$ cat src/sv/fmc_pkg.sv
// ----------------------------------------------------------------------------
// fmc_pkg - footswitch mode controller shared definitions
// Types and codes used by the front, queue and back of the controller.
// ----------------------------------------------------------------------------
package fmc_pkg;

	// Per-button mode codes; codes above MD_LATCH_HOLD behave as MD_OFF
	typedef enum logic [2:0] {
		MD_OFF        = 3'd0,
		MD_MOMENT     = 3'd1,
		MD_ONESHOT    = 3'd2,
		MD_LATCH      = 3'd3,
		MD_LATCH_HOLD = 3'd4
	} mode_t;

	// Message codes on the result
	typedef enum logic [1:0] {
		MSG_NONE   = 2'd0,
		MSG_ACTION = 2'd1,
		MSG_REVERT = 2'd2
	} msg_t;

	// Classified operation handed from front to back
	typedef enum logic [2:0] {
		OP_NONE       = 3'd0, // no LED write, no message
		OP_HIT        = 3'd1, // lit, action
		OP_TOGGLE     = 3'd2, // flip latch, report new state
		OP_REL_REVERT = 3'd3, // dimmed, revert
		OP_REL_DIM    = 3'd4, // dimmed, no message
		OP_REL_LONG   = 3'd5  // clear latch if held long enough
	} op_t;

	// Configuration register indexes
	localparam logic CFG_BUTTON_MODES = 1'b0;
	localparam logic CFG_LONG_PRESS   = 1'b1;

	localparam logic [23:0] MODES_RESET      = 24'd0;
	localparam logic [15:0] LONG_PRESS_RESET = 16'd600;

	// One queued request
	typedef struct packed {
		logic [2:0]  button;
		logic        store_time;
		op_t         op;
		logic [31:0] now_ms;
	} entry_t;

endpackage

$ cat src/sv/fmc_front.sv
// ----------------------------------------------------------------------------
// fmc_front - request classifier
// Looks up the button mode and turns a button edge into a back-end operation.
// ----------------------------------------------------------------------------
module fmc_front
	import fmc_pkg::*;
#(
	parameter int BUTTON_COUNT = 8
) (
	input  logic [2:0]  button,
	input  logic        pressed,
	input  logic [31:0] now_ms,
	input  logic [23:0] button_modes,
	output entry_t      entry
);

	localparam logic [3:0] BTN_LIM = 4'(BUTTON_COUNT);

	logic        in_range;
	logic [23:0] modes_sh;
	logic [2:0]  mode;
	op_t         op;

	assign in_range = {1'b0, button} < BTN_LIM;
	assign modes_sh = button_modes >> ({2'b00, button} * 5'd3);
	assign mode     = modes_sh[2:0];

	always_comb begin
		op = OP_NONE;
		if (in_range) begin
			if (pressed) begin
				unique case (mode) inside
					MD_MOMENT, MD_ONESHOT:   op = OP_HIT;
					MD_LATCH, MD_LATCH_HOLD: op = OP_TOGGLE;
					default:                 op = OP_NONE;
				endcase
			end else begin
				unique case (mode)
					MD_MOMENT:     op = OP_REL_REVERT;
					MD_ONESHOT:    op = OP_REL_DIM;
					MD_LATCH_HOLD: op = OP_REL_LONG;
					default:       op = OP_NONE;
				endcase
			end
		end
	end

	// Every in-range press records its time, whatever the mode
	assign entry.button     = button;
	assign entry.store_time = pressed & in_range;
	assign entry.op         = op;
	assign entry.now_ms     = now_ms;

endmodule

$ cat src/sv/fmc_queue.sv
// ----------------------------------------------------------------------------
// fmc_queue - request queue
// Small first-in first-out buffer between classifier and executor.
// ----------------------------------------------------------------------------
module fmc_queue #(
	parameter int WIDTH = 8,
	parameter int DEPTH = 2
) (
	input  logic             clk,
	input  logic             arst_n,
	input  logic             push,
	input  logic [WIDTH-1:0] push_data,
	output logic             full,
	input  logic             pop,
	output logic             not_empty,
	output logic [WIDTH-1:0] pop_data
);

	localparam int PTR_W = (DEPTH > 1) ? $clog2(DEPTH) : 1;
	localparam int CNT_W = $clog2(DEPTH + 1);
	localparam logic [CNT_W-1:0] CNT_FULL = CNT_W'(DEPTH);
	localparam logic [PTR_W-1:0] PTR_LAST = PTR_W'(DEPTH - 1);

	logic [WIDTH-1:0] mem_q [DEPTH];
	logic [PTR_W-1:0] wr_ptr_q;
	logic [PTR_W-1:0] rd_ptr_q;
	logic [CNT_W-1:0] count_q;
	logic             do_push;
	logic             do_pop;

	assign full      = (count_q == CNT_FULL);
	assign not_empty = (count_q != '0);
	assign do_push   = push & ~full;
	assign do_pop    = pop & not_empty;
	assign pop_data  = mem_q[rd_ptr_q];

	always_ff @(posedge clk) begin
		if (do_push) begin
			mem_q[wr_ptr_q] <= push_data;
		end
	end

	always_ff @(posedge clk or negedge arst_n) begin
		if (!arst_n) begin
			wr_ptr_q <= '0;
			rd_ptr_q <= '0;
			count_q  <= '0;
		end else begin
			if (do_push) begin
				wr_ptr_q <= (wr_ptr_q == PTR_LAST) ? '0 : wr_ptr_q + 1'b1;
			end
			if (do_pop) begin
				rd_ptr_q <= (rd_ptr_q == PTR_LAST) ? '0 : rd_ptr_q + 1'b1;
			end
			if (do_push && !do_pop) begin
				count_q <= count_q + 1'b1;
			end else if (do_pop && !do_push) begin
				count_q <= count_q - 1'b1;
			end
		end
	end

	a_count_bound: assert property (@(posedge clk) disable iff (!arst_n)
		count_q <= CNT_FULL)
		else $error("queue count past depth");

endmodule

$ cat src/sv/fmc_back.sv
// ----------------------------------------------------------------------------
// fmc_back - operation executor
// Holds latch and press-time state and registers one result per request.
// ----------------------------------------------------------------------------
module fmc_back
	import fmc_pkg::*;
#(
	parameter int BUTTON_COUNT = 8
) (
	input  logic        clk,
	input  logic        arst_n,
	input  logic        q_valid,
	input  entry_t      q_entry,
	output logic        q_pop,
	input  logic [15:0] long_press_ms,
	output logic        out_valid,
	input  logic        out_ready,
	output logic [2:0]  out_button,
	output logic        out_led_write,
	output logic        out_led_bright,
	output logic [1:0]  out_msg
);

	localparam int IDX_W = (BUTTON_COUNT > 1) ? $clog2(BUTTON_COUNT) : 1;

	logic                 latched_q     [BUTTON_COUNT];
	logic [31:0]          press_start_q [BUTTON_COUNT];
	logic                 out_valid_q;
	logic [2:0]           out_button_q;
	logic                 out_wr_q;
	logic                 out_br_q;
	msg_t                 out_msg_q;

	logic [IDX_W-1:0]     idx;
	logic                 lat_rd;
	logic [31:0]          held;
	logic                 long_hold;
	logic                 lat_we;
	logic                 lat_wd;
	logic                 wr;
	logic                 br;
	msg_t                 msg;

	assign idx       = q_entry.button[IDX_W-1:0];
	assign lat_rd    = latched_q[idx];
	assign held      = q_entry.now_ms - press_start_q[idx];
	assign long_hold = held >= {16'd0, long_press_ms};
	assign q_pop     = q_valid & (~out_valid_q | out_ready);

	always_comb begin
		lat_we = 1'b0;
		lat_wd = 1'b0;
		wr     = 1'b0;
		br     = 1'b0;
		msg    = MSG_NONE;
		unique case (q_entry.op)
			OP_HIT: begin
				wr  = 1'b1;
				br  = 1'b1;
				msg = MSG_ACTION;
			end
			OP_TOGGLE: begin
				lat_we = 1'b1;
				lat_wd = ~lat_rd;
				wr     = 1'b1;
				br     = ~lat_rd;
				msg    = lat_rd ? MSG_REVERT : MSG_ACTION;
			end
			OP_REL_REVERT: begin
				wr  = 1'b1;
				msg = MSG_REVERT;
			end
			OP_REL_DIM: begin
				wr = 1'b1;
			end
			OP_REL_LONG: begin
				if (lat_rd && long_hold) begin
					lat_we = 1'b1;
					wr     = 1'b1;
					msg    = MSG_REVERT;
				end
			end
			default: begin
				wr = 1'b0;
			end
		endcase
	end

	// Per-button state; reads of a new press see zero until first written
	always_ff @(posedge clk or negedge arst_n) begin
		if (!arst_n) begin
			for (int i = 0; i < BUTTON_COUNT; i++) begin
				latched_q[i]     <= 1'b0;
				press_start_q[i] <= 32'd0;
			end
		end else if (q_pop) begin
			if (lat_we) begin
				latched_q[idx] <= lat_wd;
			end
			if (q_entry.store_time) begin
				press_start_q[idx] <= q_entry.now_ms;
			end
		end
	end

	always_ff @(posedge clk or negedge arst_n) begin
		if (!arst_n) begin
			out_valid_q <= 1'b0;
		end else if (q_pop) begin
			out_valid_q <= 1'b1;
		end else if (out_ready) begin
			out_valid_q <= 1'b0;
		end
	end

	always_ff @(posedge clk) begin
		if (q_pop) begin
			out_button_q <= q_entry.button;
			out_wr_q     <= wr;
			out_br_q     <= br;
			out_msg_q    <= msg;
		end
	end

	assign out_valid      = out_valid_q;
	assign out_button     = out_button_q;
	assign out_led_write  = out_wr_q;
	assign out_led_bright = out_br_q;
	assign out_msg        = out_msg_q;

	a_idle_result: assert property (@(posedge clk) disable iff (!arst_n)
		out_valid_q && !out_wr_q |-> !out_br_q && out_msg_q == MSG_NONE)
		else $error("no-write result carries brightness or message");

	a_revert_dim: assert property (@(posedge clk) disable iff (!arst_n)
		out_valid_q && out_msg_q == MSG_REVERT |-> out_wr_q && !out_br_q)
		else $error("revert result not dimmed");

	a_toggle_flips: assert property (@(posedge clk) disable iff (!arst_n)
		q_pop && q_entry.op == OP_TOGGLE |=> latched_q[$past(idx)] != $past(lat_rd))
		else $error("toggle did not flip latch");

endmodule

$ cat src/sv/footswitch_mode_controller_top.sv
// ----------------------------------------------------------------------------
// footswitch_mode_controller_top - footswitch mode controller
// Turns debounced button edges into LED updates and action/revert messages.
// ----------------------------------------------------------------------------
//
//  Channel   Direction  Handshake                   Payload
//  s_axis    in         s_axis_tvalid/s_axis_tready button edge request
//  m_axis    out        m_axis_tvalid/m_axis_tready one result per request
//  cfg       in         cfg_we (no wait)            button_modes, long_press_ms
//
//  One request per clock, sustained while the output is not stalled. A request
//  accepted from s_axis enters the two-entry queue; the executor pops it from
//  there and loads its result into the output register, which drives m_axis.
//  Reset clears the latches and press times to zero, button_modes to zero and
//  long_press_ms to 600, and empties the queue.
//  A stalled result holds the output register; the executor then stops popping
//  and s_axis_tready falls once the queue holds two requests.
//
module footswitch_mode_controller_top
	import fmc_pkg::*;
#(
	parameter int BUTTON_COUNT = 8
) (
	input  logic        clk,
	input  logic        arst_n,
	// Button edge requests
	input  logic        s_axis_tvalid,
	output logic        s_axis_tready,
	input  logic [39:0] s_axis_tdata,  // [2:0] button, [34:3] now_ms, [39:35] zero
	input  logic        s_axis_tuser,  // [0] pressed
	// Results
	output logic        m_axis_tvalid,
	input  logic        m_axis_tready,
	output logic [7:0]  m_axis_tdata,  // [2:0] target_button, [3] led_write,
	                                   // [4] led_bright, [7:5] zero
	output logic [1:0]  m_axis_tuser,  // [1:0] message_kind
	// Configuration writes
	input  logic        cfg_we,
	input  logic        cfg_index,
	input  logic [23:0] cfg_data
);

	localparam int ENTRY_W = $bits(entry_t);

	logic [23:0]        button_modes_q;
	logic [15:0]        long_press_ms_q;
	entry_t             front_entry;
	entry_t             back_entry;
	logic [ENTRY_W-1:0] q_rd_data;
	logic               q_full;
	logic               q_valid;
	logic               q_pop;
	logic               push;
	logic [2:0]         out_button;
	logic               out_wr;
	logic               out_br;
	logic [1:0]         out_msg;

	// Configuration registers; the user must write them only while idle (not enforced)
	always_ff @(posedge clk or negedge arst_n) begin
		if (!arst_n) begin
			button_modes_q  <= MODES_RESET;
			long_press_ms_q <= LONG_PRESS_RESET;
		end else if (cfg_we) begin
			unique case (cfg_index)
				CFG_BUTTON_MODES: button_modes_q  <= cfg_data;
				CFG_LONG_PRESS:   long_press_ms_q <= cfg_data[15:0];
				default:          button_modes_q  <= button_modes_q;
			endcase
		end
	end

	// Front: classify the edge by the button's mode
	fmc_front #(
		.BUTTON_COUNT (BUTTON_COUNT)
	) u_front (
		.button       (s_axis_tdata[2:0]),
		.pressed      (s_axis_tuser),
		.now_ms       (s_axis_tdata[34:3]),
		.button_modes (button_modes_q),
		.entry        (front_entry)
	);

	// Accept whenever the queue has room
	assign s_axis_tready = ~q_full;
	assign push          = s_axis_tvalid & ~q_full;

	fmc_queue #(
		.WIDTH (ENTRY_W),
		.DEPTH (2)
	) u_queue (
		.clk       (clk),
		.arst_n    (arst_n),
		.push      (push),
		.push_data (front_entry),
		.full      (q_full),
		.pop       (q_pop),
		.not_empty (q_valid),
		.pop_data  (q_rd_data)
	);

	assign back_entry = q_rd_data;

	// Back: apply the operation to per-button state and register the result
	fmc_back #(
		.BUTTON_COUNT (BUTTON_COUNT)
	) u_back (
		.clk            (clk),
		.arst_n         (arst_n),
		.q_valid        (q_valid),
		.q_entry        (back_entry),
		.q_pop          (q_pop),
		.long_press_ms  (long_press_ms_q),
		.out_valid      (m_axis_tvalid),
		.out_ready      (m_axis_tready),
		.out_button     (out_button),
		.out_led_write  (out_wr),
		.out_led_bright (out_br),
		.out_msg        (out_msg)
	);

	assign m_axis_tdata = {3'b000, out_br, out_wr, out_button};
	assign m_axis_tuser = out_msg;

endmodule

$ cat config.mk
export PLATFORM = sky130hd
export DESIGN_NAME = footswitch_mode_controller_top
export DESIGN_NICKNAME = d
export VERILOG_FILES = /design/src/sv/fmc_pkg.sv /design/src/sv/fmc_front.sv /design/src/sv/fmc_queue.sv /design/src/sv/fmc_back.sv /design/src/sv/footswitch_mode_controller_top.sv
export SDC_FILE = /design/constraint.sdc
export NUM_CORES = 1
export LEC_CHECK = 0
export BUFFER_PORTS_ARGS = -buffer_cell sky130_fd_sc_hd__buf_2
export CAP_MARGIN = 30
export CORE_UTILIZATION = 35
export CTS_BUF_LIST = sky130_fd_sc_hd__clkbuf_8
export DETAILED_ROUTE_END_ITERATION = 8
export GPL_TIMING_DRIVEN = 0
export PLACE_DENSITY_LB_ADDON = 0.08
export SLEW_MARGIN = 30
export SYNTH_ARGS = -nofsm -noshare
export SYNTH_HDL_FRONTEND = slang
export SYNTH_SLANG_ARGS = --single-unit
$ cat constraint.sdc
create_clock -name clk -period 7.8 [get_ports clk]
set_input_delay 0.39 -clock clk [delete_from_list [all_inputs] [get_ports clk]]
set_output_delay 0.39 -clock clk [all_outputs]
set_load 0.03 [all_outputs]
==> flow_results.xml, run 1 <==
<?xml version="1.0" encoding="UTF-8"?>
<metrics>
  <group name="power">
    <metric name="ir_drop" unit="mV">0.1811</metric>
    <metric name="comb_power_share" unit="">0.513</metric>
    <metric name="power.share.switching" unit="">0.4564</metric>
    <metric name="power_report.internal_total" unit="mW">5.964</metric>
    <metric name="p_clk_frac" unit="">0.180</metric>
    <metric name="total_switching_power" unit="mW">5.007</metric>
    <metric name="leakagePower" unit="nW">9.605</metric>
    <metric name="sequential_share_of_power" unit="">0.307</metric>
    <metric name="power-per-cell-area" unit="mW/mm2">496.1</metric>
  </group>
  <group name="clocking">
    <metric name="clkSlewWorstSetupHoldPaths" unit="ns">0.05</metric>
    <metric name="cts_root_buffer" unit="">clkbuf_8</metric>
    <metric name="htree_num_levels" unit="">3</metric>
    <metric name="tritoncts.num_buffers" unit="">74</metric>
    <metric name="clk-insertion-delay-late" unit="ns">0.67</metric>
    <metric name="cts-root-to-sink-buffers" unit="">3</metric>
    <metric name="cts_num_sinks" unit="">394</metric>
    <metric name="tritoncts" unit="">yes</metric>
  </group>
  <group name="drt">
    <metric name="route.detailed.drc" unit="">0</metric>
    <metric name="detail-route-antenna-nets" unit="">0</metric>
    <metric name="dr_total_vias" unit="">15040</metric>
    <metric name="routed_wirelength" unit="mm">65.92</metric>
    <metric name="detailed_route_iter0_violations" unit="">1332</metric>
    <metric name="avgViaCountPerCell" unit="">5.507</metric>
    <metric name="detailedRoute.firstPassIterationCount" unit="">6</metric>
    <metric name="drt-wirelength-per-cell" unit="um">24.15</metric>
  </group>
  <group name="grt">
    <metric name="grt_first_pass_wirelength" unit="mm">99.04</metric>
    <metric name="busiest_layer" unit="">met2</metric>
    <metric name="groute.layer.met1.usage" unit="">0.3450</metric>
    <metric name="global_route.usage.met2" unit="">0.4027</metric>
    <metric name="grt_pass1_vias" unit="">15130</metric>
    <metric name="antenna_found_initial" unit="">4</metric>
    <metric name="track_usage" unit="">0.2520</metric>
    <metric name="grt.overflow.total" unit="">0</metric>
    <metric name="gr-usage-met3" unit="">0.04245</metric>
    <metric name="grt_start_max_net_pins" unit="">75</metric>
  </group>
  <group name="logic_synthesis">
    <metric name="netlist-cell-type-count" unit="">74</metric>
    <metric name="postSynth.topFlopCell" unit="">dfrtp_1</metric>
    <metric name="synth_edf_count" unit="">85</metric>
    <metric name="netlist.top_cell.by_area" unit="">dfrtp_1</metric>
    <metric name="summed_instance_area_of_the_synthesized_netlist" unit="mm2">0.01842</metric>
    <metric name="synthCells" unit="">1766</metric>
    <metric name="synth.top_cell.area_share" unit="">0.4144</metric>
    <metric name="ys_seq_elements" unit="">394</metric>
    <metric name="yosysWarnings" unit="">0</metric>
    <metric name="synth_sequential_area_ratio" unit="">0.5587</metric>
    <metric name="syn_avg_cell_area" unit="um2">10.43</metric>
    <metric name="postSynth.asyncResetShare" unit="">0.7843</metric>
    <metric name="post_synth_main_area_contributors" unit="">dfrtp_1 (41%), edfxtp_1 (14%), o21ai_0 (8.3%)</metric>
  </group>
  <group name="critical_path">
    <metric name="crit-reg2reg-capture" unit="">u_back.out_msg[1]$_SDFFCE_PN0P_</metric>
    <metric name="crit_path_end_kind" unit="">flip-flop</metric>
    <metric name="worst_setup_path_start_kind" unit="">flip-flop</metric>
    <metric name="worst-endpoint-required" unit="ns">8.21</metric>
    <metric name="worst_r2r_startpoint" unit="">u_queue.rd_ptr_q$_DFFE_PN0P_</metric>
    <metric name="ff2ff_path_depth" unit="">25</metric>
    <metric name="ff2ff_setup_slack" unit="ns">0.33</metric>
    <metric name="cp_data_arrival_time" unit="ns">7.88</metric>
    <metric name="worstPathMaxFanout" unit="">10</metric>
    <metric name="setup.worst_path.class" unit="">reg -&gt; reg</metric>
  </group>
  <group name="timing">
    <metric name="fin_setup_tns" unit="ns">0</metric>
    <metric name="holdWs" unit="ns">0.04964</metric>
    <metric name="setup_repair_after_global_routing_missed_its_margin" unit="">false</metric>
    <metric name="worst_slew_pin_slew" unit="ns">0.9687</metric>
    <metric name="max-slew-margin-rel" unit="">0.3542</metric>
    <metric name="clock-skew-final" unit="ns">0.02989</metric>
    <metric name="hold_viol" unit="">0</metric>
    <metric name="finalMaxSlewViolations" unit="">0</metric>
    <metric name="timing.final.ws_setup" unit="ns">0.3333</metric>
    <metric name="min_period" unit="ns">7.467</metric>
    <metric name="max_clock_freq" unit="MHz">133.9</metric>
    <metric name="timing.final.crit_share" unit="">0.9573</metric>
    <metric name="setup_viol_count_final" unit="">0</metric>
  </group>
  <group name="place">
    <metric name="placedInstanceArea" unit="mm2">0.01994</metric>
    <metric name="hpwl" unit="mm">45.89</metric>
    <metric name="dpl_worst_slack" unit="ns">-0.7666</metric>
    <metric name="port-buffer-count" unit="">74</metric>
    <metric name="routabilityCongestion" unit="">0.8957</metric>
  </group>
  <group name="final_layout">
    <metric name="layout_commonest_cell" unit="">nand2_1</metric>
    <metric name="final_area" unit="mm2">0.02212</metric>
    <metric name="drive_above_1_share" unit="">0.1533</metric>
    <metric name="fill_cells" unit="">4994</metric>
    <metric name="design.final.nets" unit="">2108</metric>
    <metric name="most-common-layout-cells" unit="">nand2_1 (341), o21ai_0 (306), dfrtp_1 (305)</metric>
    <metric name="area_growth" unit="%">20.07</metric>
  </group>
  <group name="die">
    <metric name="placeableCoreArea" unit="mm2">0.05161</metric>
    <metric name="die_width" unit="um">231.4</metric>
    <metric name="die_y" unit="um">231.4</metric>
    <metric name="design.die.area" unit="mm2">0.05355</metric>
    <metric name="floorplan.rows" unit="">83</metric>
    <metric name="initial_utilization" unit="">0.3569</metric>
    <metric name="pin_count" unit="">83</metric>
  </group>
  <group name="worst_hold_path">
    <metric name="worst_hold_path_cell_count" unit="">1</metric>
    <metric name="min-delay-path-class" unit="">in -&gt; reg</metric>
    <metric name="hold-path-endpoint" unit="">u_queue.mem_q[1][38]$_DFFE_PP_</metric>
    <metric name="hold_path_startpoint" unit="">s_axis_tdata[2]</metric>
  </group>
  <group name="flow_run">
    <metric name="cap_violations" unit="">0</metric>
  </group>
  <group name="status">
    <metric name="run_status" unit="">finished, final reports clean</metric>
  </group>
</metrics>
-- worst max-delay path by stage --
stage	from	end	cells after the start	slack, ns
floorplan	u_queue.rd_ptr_q$_DFFE_PN0P_	u_back.out_msg[1]$_SDFFCE_PN0P_	23	1.56
global placement	u_queue.rd_ptr_q$_DFFE_PN0P_	u_back.out_msg[1]$_SDFFCE_PN0P_	25	-1.27
detailed placement	u_queue.rd_ptr_q$_DFFE_PN0P_	u_back.out_msg[1]$_SDFFCE_PN0P_	26	-0.77
CTS	u_queue.rd_ptr_q$_DFFE_PN0P_	u_back.out_msg[1]$_SDFFCE_PN0P_	24	0.04
global route	u_queue.rd_ptr_q$_DFFE_PN0P_	u_back.out_msg[1]$_SDFFCE_PN0P_	23	0.0005
finish	u_queue.rd_ptr_q$_DFFE_PN0P_	u_back.out_msg[1]$_SDFFCE_PN0P_	25	0.33
-- metrics by stage --
| stage | total power [mW] | util | instances |
|---|---|---|---|
| after global routing | 11.81 | 0.4284 | 2729 |
| after global placement | 8.728 | 0.3807 | 2522 |
| after floorplan | 6.925 | - | 1768 |
| after CTS | 10.96 | 0.4271 | 2728 |
| after detailed placement | 8.891 | 0.3864 | 2531 |
| final | 10.97 | 0.4285 | 2730 |
-- cells by family after synthesis --
logic type	after synthesis	synth area share
AO/OA/AOI/OAI	555	0.1867
XOR/XNOR	23	0.01094
multiplexers	103	0.06324
buffers and inverters	156	0.03281
adder cells (fa/ha/maj)	49	0.03369
AND/OR/NAND/NOR	485	0.1137
other	1	0.0002036
flip-flops	394	0.5587
-- synth_stat cells, drive strengths merged, types with 5 or more instances --
cell type and n:
o22ai 17, a2111oi 7, a221oi 15, mux4 6, clkbuf 88, o21ai 309, nor2b 9, or3 5
mux2i 50, mux2 47, xor2 9, o21a 5, o211ai 12, xnor2 14, inv 60, ha 48
a21oi 48, a22o 18, nor3 14, and3 16, nor4 5, nor2 44, nand4 11, a211oi 6
dfrtp 305, a22oi 63, buf 8, a222oi 6, and4 8, nand2b 10, nand3 10, edfxtp 85
nand2 341, a21o 11
-- sequential cells by signal, indices dropped and copies added, names as in the netlist, 2 cells and up --
name and cells:
u_back.out_msg 2, u_queue.mem_q 78, button_modes_q 24, u_queue.count_q 2
u_back.latched_q 8, u_back.out_button 3, long_press_ms_q 16, u_back.press_start_q 256
-- critical path, cell delays in order (launching register included) --
cell	delay, ns
dfrtp_1	0.45
mux2i_2	0.47
inv_2	0.13
clkbuf_2	0.30
nor2_4	0.41
clkbuf_2	0.55
a22oi_1	0.18
and3_1	0.26
ha_1	0.40
a21oi_1	0.19
a21boi_0	0.32
o21ai_0	0.16
or2_4	0.28
a21oi_1	0.16
xnor2_1	0.16
ha_1	0.28
nand4_1	0.13
or3_1	0.13
nor4_1	0.06
nand4b_1	0.20
nor4_1	0.28
o2111ai_1	0.19
or4_4	0.53
o41ai_4	0.57
nor4_4	0.17
a31o_1	0.24
-- power by group through the flow --
stage                     logic, mW  clock network, mW  registers [mW]
after global placement         5.35                  0            3.37
final                          5.62               1.98            3.37
after global routing           6.22               2.13            3.46
after floorplan                3.63                  0            3.29
after detailed placement       5.51                  0            3.39
after CTS                      5.58               2.03            3.36
-- repair_timing --
| action | 4_1_cts | 5_1_grt |
|---|---|---|
| hold buffers | 60 | 0 |
| gates cloned | 0 | 0 |
| setup endpoints to repair | 10 | 10 |
| pin swaps | 1 | 0 |
| buffers inserted | 1 | 0 |
| endpoints found under the hold margin | 195 | 0 |
| gates resized for setup | 20 | 23 |
-- per-layer routing --
layer | part of all wire | wire length, um
met1 | 0.45 | 29440
met2 | 0.47 | 30810
met3 | 0.061 | 4020
met4 | 0.025 | 1647
met5 | 0.00014 | 9
-- cell type report --
type / count / area, um2 / area share
Sequential cell: 394 / 10290 / 0.4653
Multi-Input combinational cell: 1218 / 7672 / 0.3469
Timing Repair Buffer: 144 / 1209 / 0.05465
Clock buffer: 84 / 1156 / 0.05228
Tap cell: 680 / 850.8 / 0.03847
Buffer: 96 / 421.7 / 0.01907
Clock inverter: 52 / 285.3 / 0.01290
Inverter: 60 / 225.2 / 0.01018
Antenna cell: 2 / 5.005 / 0.0002263
Note: power is estimated with default switching activity, not from simulation.
==> inputs of run 2 (changes only) <==
- GPL_TIMING_DRIVEN: 0 -> not set
==> flow_results.xml, run 2 (synthesized netlist as in run 1, its figures left out) <==
<?xml version="1.0" encoding="UTF-8"?>
<metrics>
  <group name="timing">
    <metric name="hold_viol" unit="">0</metric>
    <metric name="clock-skew-final" unit="ns">0.04318</metric>
    <metric name="fin_setup_tns" unit="ns">0</metric>
    <metric name="setup_repair_after_global_routing_missed_its_margin" unit="">false</metric>
    <metric name="timing.final.crit_share" unit="">0.8999</metric>
    <metric name="worst_slew_pin_slew" unit="ns">0.9649</metric>
    <metric name="timing.final.ws_setup" unit="ns">0.7806</metric>
    <metric name="holdWs" unit="ns">0.03718</metric>
    <metric name="setup_viol_count_final" unit="">0</metric>
    <metric name="max-slew-margin-rel" unit="">0.3518</metric>
    <metric name="min_period" unit="ns">7.019</metric>
    <metric name="finalMaxSlewViolations" unit="">0</metric>
    <metric name="max_clock_freq" unit="MHz">142.5</metric>
  </group>
  <group name="clocking">
    <metric name="htree_num_levels" unit="">3</metric>
    <metric name="clkSlewWorstSetupHoldPaths" unit="ns">0.06</metric>
    <metric name="cts_num_sinks" unit="">394</metric>
    <metric name="clk-insertion-delay-late" unit="ns">0.68</metric>
    <metric name="post-cts-setup-buffers" unit="">0</metric>
    <metric name="tritoncts.num_buffers" unit="">74</metric>
    <metric name="cts_root_buffer" unit="">clkbuf_8</metric>
    <metric name="tritoncts" unit="">yes</metric>
    <metric name="cts-root-to-sink-buffers" unit="">3</metric>
  </group>
  <group name="die">
    <metric name="die_width" unit="um">231.4</metric>
    <metric name="initial_utilization" unit="">0.3569</metric>
    <metric name="die_y" unit="um">231.4</metric>
    <metric name="placeableCoreArea" unit="mm2">0.05161</metric>
    <metric name="design.die.area" unit="mm2">0.05355</metric>
    <metric name="floorplan.rows" unit="">83</metric>
    <metric name="pin_count" unit="">83</metric>
  </group>
  <group name="final_layout">
    <metric name="final_area" unit="mm2">0.02181</metric>
    <metric name="regArea" unit="mm2">0.01029</metric>
    <metric name="area_growth" unit="%">18.40</metric>
    <metric name="largest_reg_flops" unit="">256</metric>
    <metric name="area_taken_by_multi_input_logic_gates" unit="mm2">0.007617</metric>
    <metric name="finished_layout_cells" unit="">2670</metric>
    <metric name="design.final.nets" unit="">2048</metric>
    <metric name="final_util" unit="">0.4225</metric>
    <metric name="fill_cells" unit="">5007</metric>
    <metric name="layout_commonest_cell" unit="">nand2_1</metric>
    <metric name="largest-register" unit="">u_back.press_start_q</metric>
    <metric name="biggestRegsByFlops" unit="">u_back.press_start_q x256, u_queue.mem_q x78, button_modes_q x24</metric>
    <metric name="most-common-layout-cells" unit="">nand2_1 (333), o21ai_0 (306), dfrtp_1 (304)</metric>
    <metric name="drive_above_1_share" unit="">0.1615</metric>
  </group>
  <group name="drt">
    <metric name="drt-wirelength-per-cell" unit="um">21.46</metric>
    <metric name="dr_total_vias" unit="">14120</metric>
    <metric name="route.detailed.drc" unit="">0</metric>
    <metric name="detailed_route_iter0_violations" unit="">923</metric>
    <metric name="routed_wirelength" unit="mm">57.29</metric>
    <metric name="avgViaCountPerCell" unit="">5.287</metric>
    <metric name="detail-route-antenna-nets" unit="">0</metric>
    <metric name="detailedRoute.firstPassIterationCount" unit="">6</metric>
  </group>
  <group name="place">
    <metric name="dpl_worst_slack" unit="ns">0.7954</metric>
    <metric name="routabilityCongestion" unit="">0.8972</metric>
    <metric name="hpwl" unit="mm">37.79</metric>
    <metric name="dp.cells" unit="">2475</metric>
    <metric name="placedInstanceArea" unit="mm2">0.01976</metric>
    <metric name="port-buffer-count" unit="">74</metric>
  </group>
  <group name="grt">
    <metric name="grt_pass1_vias" unit="">14240</metric>
    <metric name="grt_start_max_net_pins" unit="">128</metric>
    <metric name="grt.overflow.total" unit="">0</metric>
    <metric name="antenna_found_initial" unit="">1</metric>
    <metric name="track_usage" unit="">0.2197</metric>
    <metric name="grt_first_pass_wirelength" unit="mm">87.86</metric>
  </group>
  <group name="critical_path">
    <metric name="critical_path.cell_chain" unit="">mux2i_4 -&gt; inv_2 -&gt; buf_4 -&gt; nor2_2 -&gt; a22o_1 -&gt; a2111oi_0 -&gt; ha_1 -&gt; nor2b_1 -&gt; o211ai_1 -&gt; nand2_1 -&gt; a31oi_1 -&gt; o21ai_0 -&gt; xor2_1 -&gt; ha_1 -&gt; a21o_1 -&gt; a21o_1 -&gt; a21oi_1 -&gt; a21oi_1 -&gt; nor4_1 -&gt; o2111ai_1 -&gt; or4_4 -&gt; o41ai_4 -&gt; nor4_4 -&gt; a31o_1</metric>
    <metric name="worstPathMaxFanout" unit="">18</metric>
    <metric name="max_stage_delay" unit="ns">0.62</metric>
    <metric name="worst_setup_path_start_kind" unit="">flip-flop</metric>
    <metric name="cp_data_arrival_time" unit="ns">7.42</metric>
    <metric name="crit_path_end_kind" unit="">flip-flop</metric>
    <metric name="worst-endpoint-required" unit="ns">8.20</metric>
    <metric name="path_buf_inv" unit="">2</metric>
    <metric name="setup.worst_path.class" unit="">reg -&gt; reg</metric>
    <metric name="cp_top_family" unit="">compound AO/OA/AOI/OAI gates</metric>
    <metric name="critPathSlowestCell" unit="">a2111oi_0</metric>
  </group>
  <group name="power">
    <metric name="power-per-cell-area" unit="mW/mm2">494.5</metric>
    <metric name="power" unit="mW">10.79</metric>
    <metric name="ir_drop" unit="mV">0.2050</metric>
    <metric name="leakagePower" unit="nW">9.566</metric>
  </group>
  <group name="flow_run">
    <metric name="cap_violations" unit="">0</metric>
  </group>
  <group name="worst_hold_path">
    <metric name="min-delay-path-class" unit="">in -&gt; reg</metric>
  </group>
  <group name="status">
    <metric name="run_status" unit="">finished, final reports clean</metric>
  </group>
</metrics>
## run 2: cell types whose count changed in the layout (fill, tap and decap cells not counted), moves of 5 or more
cell and delta:
nand2_2 +8, clkbuf_1 -67, inv_1 +8, mux2i_1 +9
buf_16 -7, nor2_1 -5, clkinv_2 -8, buf_4 +39
nand2_1 -8, mux2i_2 -8, clkbuf_2 -17, nor2_2 +7
## run 2: final timing paths
| path | to | depth (start not counted) | slack [ns] | startpoint |
|---|---|---|---|---|
| worst min register to register | u_back.press_start_q[93]$_DFFE_PN0P_ | 2 | 0.48 | u_back.press_start_q[93]$_DFFE_PN0P_ |
| worst max-delay path | u_back.out_msg[1]$_SDFFCE_PN0P_ | 24 | 0.78 | u_queue.rd_ptr_q$_DFFE_PN0P_ |
| worst min-delay path | button_modes_q[12]$_DFFE_PN0P_ | 2 | 0.04 | cfg_data[12] |
| min in group asynchronous | button_modes_q[20]$_DFFE_PN0P_ | 2 | 0.34 | arst_n |
| worst max register to register | u_back.out_msg[1]$_SDFFCE_PN0P_ | 24 | 0.78 | u_queue.rd_ptr_q$_DFFE_PN0P_ |
| max in group asynchronous | u_back.press_start_q[109]$_DFFE_PN0P_ | 3 | 6.09 | arst_n |
## run 2: power breakdown
part / switching [mW] / internal (mW)
combinational: 3.48 / 1.94
clock: 0.908 / 1.09
sequential: 0.419 / 2.95
## run 2: metal layers
layer / part of all wire / global-route usage
met5: 0 / 0
met4: 0.024 / 0.06602
met3: 0.047 / 0.03691
met2: 0.46 / 0.3450
met1: 0.47 / 0.3095
## run 2: final cells by class
| class | instances | share of cell area |
|---|---|---|
| sequential | 394 | 0.4720 |
| multi-input combinational | 1218 | 0.3493 |
| timing repair buffer | 180 | 0.06179 |
| clock buffer | 88 | 0.05554 |
| tap | 680 | 0.03901 |
| clock inverter | 48 | 0.01182 |
| inverter | 60 | 0.01033 |
| antenna | 2 | 0.0002295 |
## run 2: worst register-to-register path, stage by stage (launching register included)
cell,delay (ns)
dfrtp_4,0.58
mux2i_4,0.23
inv_2,0.37
buf_4,0.27
nor2_2,0.06
a22o_1,0.24
a2111oi_0,0.62
ha_1,0.36
nor2b_1,0.14
o211ai_1,0.35
nand2_1,0.16
a31oi_1,0.28
o21ai_0,0.14
xor2_1,0.23
ha_1,0.29
a21o_1,0.19
a21o_1,0.16
a21oi_1,0.13
a21oi_1,0.09
nor4_1,0.28
o2111ai_1,0.16
or4_4,0.52
o41ai_4,0.52
nor4_4,0.17
a31o_1,0.25
## run 2: repair_timing
action,4_1_cts,5_1_grt
resized for setup,0,0
hold buffers,57,0
hold endpoints to repair,204,0
==> inputs of run 3 (changes only) <==
- ABC_AREA: not set -> 1
- CTS_CLUSTER_SIZE: not set -> 8
==> flow_results.xml, run 3 <==
<?xml version="1.0" encoding="UTF-8"?>
<metrics>
  <group name="logic_synthesis">
    <metric name="yosys.cell_count.top_type" unit="">nand2_1</metric>
    <metric name="post_synth_main_area_contributors" unit="">dfrtp_1 (39%), edfxtp_1 (13%), nand2_1 (11%)</metric>
    <metric name="syn_avg_cell_area" unit="um2">8.541</metric>
    <metric name="synth_edf_count" unit="">85</metric>
    <metric name="synth_commonest_cells" unit="">nand2_1 (574), inv_1 (324), dfrtp_1 (305)</metric>
    <metric name="synth_sequential_area_ratio" unit="">0.5263</metric>
    <metric name="synthCells" unit="">2289</metric>
    <metric name="synth.top_cell.area_share" unit="">0.3904</metric>
    <metric name="netlist-cell-type-count" unit="">50</metric>
    <metric name="postSynth.asyncResetShare" unit="">0.7843</metric>
    <metric name="yosysWarnings" unit="">0</metric>
    <metric name="summed_instance_area_of_the_synthesized_netlist" unit="mm2">0.01955</metric>
    <metric name="ys_seq_elements" unit="">394</metric>
    <metric name="netlist.top_cell.by_area" unit="">dfrtp_1</metric>
    <metric name="postSynth.topFlopCell" unit="">dfrtp_1</metric>
  </group>
  <group name="timing">
    <metric name="hold_viol" unit="">0</metric>
    <metric name="clock-skew-final" unit="ns">0.03816</metric>
    <metric name="timing.final.crit_share" unit="">0.7981</metric>
    <metric name="setup_repair_after_global_routing_missed_its_margin" unit="">false</metric>
    <metric name="max-slew-margin-rel" unit="">0.3117</metric>
    <metric name="worst_slew_pin_slew" unit="ns">1.022</metric>
    <metric name="finalMaxSlewViolations" unit="">0</metric>
    <metric name="fin_setup_tns" unit="ns">0</metric>
    <metric name="max_clock_freq" unit="MHz">160.6</metric>
    <metric name="min_period" unit="ns">6.225</metric>
    <metric name="setup_viol_count_final" unit="">0</metric>
  </group>
  <group name="critical_path">
    <metric name="worst_setup_path_start_kind" unit="">flip-flop</metric>
    <metric name="crit_path_end_kind" unit="">flip-flop</metric>
    <metric name="worst-endpoint-required" unit="ns">8.37</metric>
    <metric name="cp_data_arrival_time" unit="ns">6.80</metric>
    <metric name="critical_path.most_common_cell" unit="">nand2_1</metric>
    <metric name="max_stage_delay" unit="ns">0.73</metric>
    <metric name="worstPathMaxFanout" unit="">45</metric>
    <metric name="setup.worst_path.class" unit="">reg -&gt; reg</metric>
    <metric name="critPathSlowestCell" unit="">inv_1</metric>
  </group>
  <group name="place">
    <metric name="hpwl" unit="mm">39.92</metric>
    <metric name="port-buffer-count" unit="">74</metric>
    <metric name="routabilityCongestion" unit="">0.9067</metric>
    <metric name="placedInstanceArea" unit="mm2">0.02064</metric>
  </group>
  <group name="die">
    <metric name="initial_utilization" unit="">0.3549</metric>
    <metric name="die_width" unit="um">238.3</metric>
    <metric name="design.die.area" unit="mm2">0.05681</metric>
    <metric name="die_y" unit="um">238.3</metric>
    <metric name="placeableCoreArea" unit="mm2">0.05509</metric>
    <metric name="floorplan.rows" unit="">86</metric>
    <metric name="pin_count" unit="">83</metric>
  </group>
  <group name="final_layout">
    <metric name="largest-register" unit="">u_back.press_start_q</metric>
    <metric name="area_taken_by_multi_input_logic_gates" unit="mm2">0.007566</metric>
    <metric name="final_area" unit="mm2">0.02256</metric>
    <metric name="area_growth" unit="%">15.39</metric>
    <metric name="biggestRegsByFlops" unit="">u_back.press_start_q x256, u_queue.mem_q x78, button_modes_q x24</metric>
    <metric name="layout_commonest_cell" unit="">nand2_1</metric>
    <metric name="design.final.nets" unit="">2546</metric>
    <metric name="most-common-layout-cells" unit="">nand2_1 (573), inv_1 (362), dfrtp_1 (304)</metric>
    <metric name="largest_reg_flops" unit="">256</metric>
    <metric name="drive_above_1_share" unit="">0.1039</metric>
    <metric name="regArea" unit="mm2">0.01029</metric>
    <metric name="fill_cells" unit="">5691</metric>
  </group>
  <group name="clocking">
    <metric name="clkSlewWorstSetupHoldPaths" unit="ns">0.06</metric>
    <metric name="htree_num_levels" unit="">3</metric>
    <metric name="cts_hold_buffers" unit="">52</metric>
    <metric name="cts-root-to-sink-buffers" unit="">3</metric>
    <metric name="tritoncts" unit="">yes</metric>
    <metric name="tritoncts.num_buffers" unit="">74</metric>
    <metric name="post_cts.resized_instances" unit="">0</metric>
    <metric name="cts_root_buffer" unit="">clkbuf_8</metric>
    <metric name="clk-insertion-delay-late" unit="ns">0.67</metric>
    <metric name="cts_num_sinks" unit="">394</metric>
    <metric name="post-cts-setup-buffers" unit="">0</metric>
  </group>
  <group name="drt">
    <metric name="wl_met3" unit="mm">2.812</metric>
    <metric name="drt-wirelength-per-cell" unit="um">19.28</metric>
    <metric name="wire_length_the_detailed_router_placed_on_met1" unit="mm">29.51</metric>
    <metric name="detailed_route_iter0_violations" unit="">1339</metric>
    <metric name="avgViaCountPerCell" unit="">5.006</metric>
    <metric name="dr_total_vias" unit="">16180</metric>
    <metric name="routed_wirelength" unit="mm">62.30</metric>
    <metric name="routed.top_layer" unit="">met4</metric>
    <metric name="route.detailed.drc" unit="">0</metric>
    <metric name="detailedRoute.firstPassIterationCount" unit="">5</metric>
    <metric name="detail-route-antenna-nets" unit="">0</metric>
    <metric name="wl_met2" unit="mm">28.59</metric>
  </group>
  <group name="flow_run">
    <metric name="cap_violations" unit="">0</metric>
  </group>
  <group name="grt">
    <metric name="grt_start_max_net_pins" unit="">86</metric>
    <metric name="grt_pass1_vias" unit="">15840</metric>
    <metric name="grt.overflow.total" unit="">0</metric>
    <metric name="grt_first_pass_wirelength" unit="mm">96.10</metric>
    <metric name="antenna_found_initial" unit="">1</metric>
    <metric name="track_usage" unit="">0.2260</metric>
  </group>
  <group name="worst_hold_path">
    <metric name="min-delay-path-class" unit="">in -&gt; reg</metric>
  </group>
  <group name="status">
    <metric name="run_status" unit="">finished, final reports clean</metric>
  </group>
</metrics>
==> run 3: cell count changes in the layout (fill, tap and decap cells not counted), sizes merged, moves of 23 or more <==
cell,before,now
mux2i,50,1
nand2,341,583
o21ai,309,167
a221oi,15,38
nor2,44,242
o22ai,17,46
inv,100,368
mux2,47,8
a22oi,63,20
nand3,10,47
a31oi,4,126
==> run 3: logic make-up (layout without fill, tap and decap cells) <==
| family | Yosys count | in the layout | synth area share |
|---|---|---|---|
| muxes | 9 | 9 | 0.005120 |
| other | 1 | 4 | 0.0001918 |
| xor gates and xnor gates | 18 | 18 | 0.008064 |
| adders and majority gates | 49 | 49 | 0.03174 |
| DFF | 394 | 394 | 0.5263 |
| and+or+nand+nor | 905 | 905 | 0.1894 |
| buffers and inverters | 429 | 620 | 0.08864 |
| AOI/OAI and AO/OA | 484 | 484 | 0.1505 |
==> run 3: worst paths after layout <==
path / startpoint / endpoint / slack, ns / cells past startpoint
worst max-delay path: u_queue.rd_ptr_q$_DFFE_PN0P_ / u_back.latched_q[3]$_DFFE_PN0P_ / 1.58 / 34
worst min-delay path: cfg_data[0] / button_modes_q[0]$_DFFE_PN0P_ / 0.04 / 3
worst max register to register: u_queue.rd_ptr_q$_DFFE_PN0P_ / u_back.latched_q[3]$_DFFE_PN0P_ / 1.58 / 34
worst min register to register: u_queue.count_q[0]$_DFFE_PN0P_ / u_queue.count_q[0]$_DFFE_PN0P_ / 0.48 / 1
max in group asynchronous: arst_n / u_back.press_start_q[158]$_DFFE_PN0P_ / 5.59 / 4
min in group asynchronous: arst_n / u_back.press_start_q[209]$_DFFE_PN0P_ / 0.34 / 2
==> run 3: critical path, delay by kind of cell (launching register included) <==
kind                       cells  cell delay, ns
AOI/OAI and AO/OA              6            0.97
and+or+nand+nor               18            1.90
adders and majority gates      2            0.61
DFF                            1            0.38
xor gates and xnor gates       1            0.19
buffers and inverters          7            2.05
==> run 3: layout make-up <==
cell class | instances | area share
inverter | 331 | 0.05519
antenna | 1 | 0.0001109
clock inverter | 46 | 0.008042
tap | 748 | 0.04149
clock buffer | 86 | 0.05247
timing repair buffer | 157 | 0.05114
sequential | 394 | 0.4562
multi-input combinational | 1468 | 0.3354
==> run 3: layer usage <==
layer,vias up,GRT usage
li1,7845,-
met1,7838,0.3148
met2,406,0.3599
met3,86,0.03401
met4,0,0.07323
met5,-,0
==> run 3: metrics by stage <==
step | worst slack (ns) | utilization | hold WS, ns | instances
global placement | 1.640 | 0.3747 | 0.4374 | 3045
global route | 1.100 | 0.4095 | 0.02598 | 3231
floorplan | 3.694 | - | 0.09441 | 2291
CTS | 1.519 | 0.4089 | 0.002425 | 3229
detailed placement | 1.539 | 0.3747 | 0.4396 | 3045
finish | 1.575 | 0.4095 | 0.04473 | 3231
Power of run 3 is not shown: default switching activity piles up to over one toggle a cycle in this logic, so the estimate is an artifact.
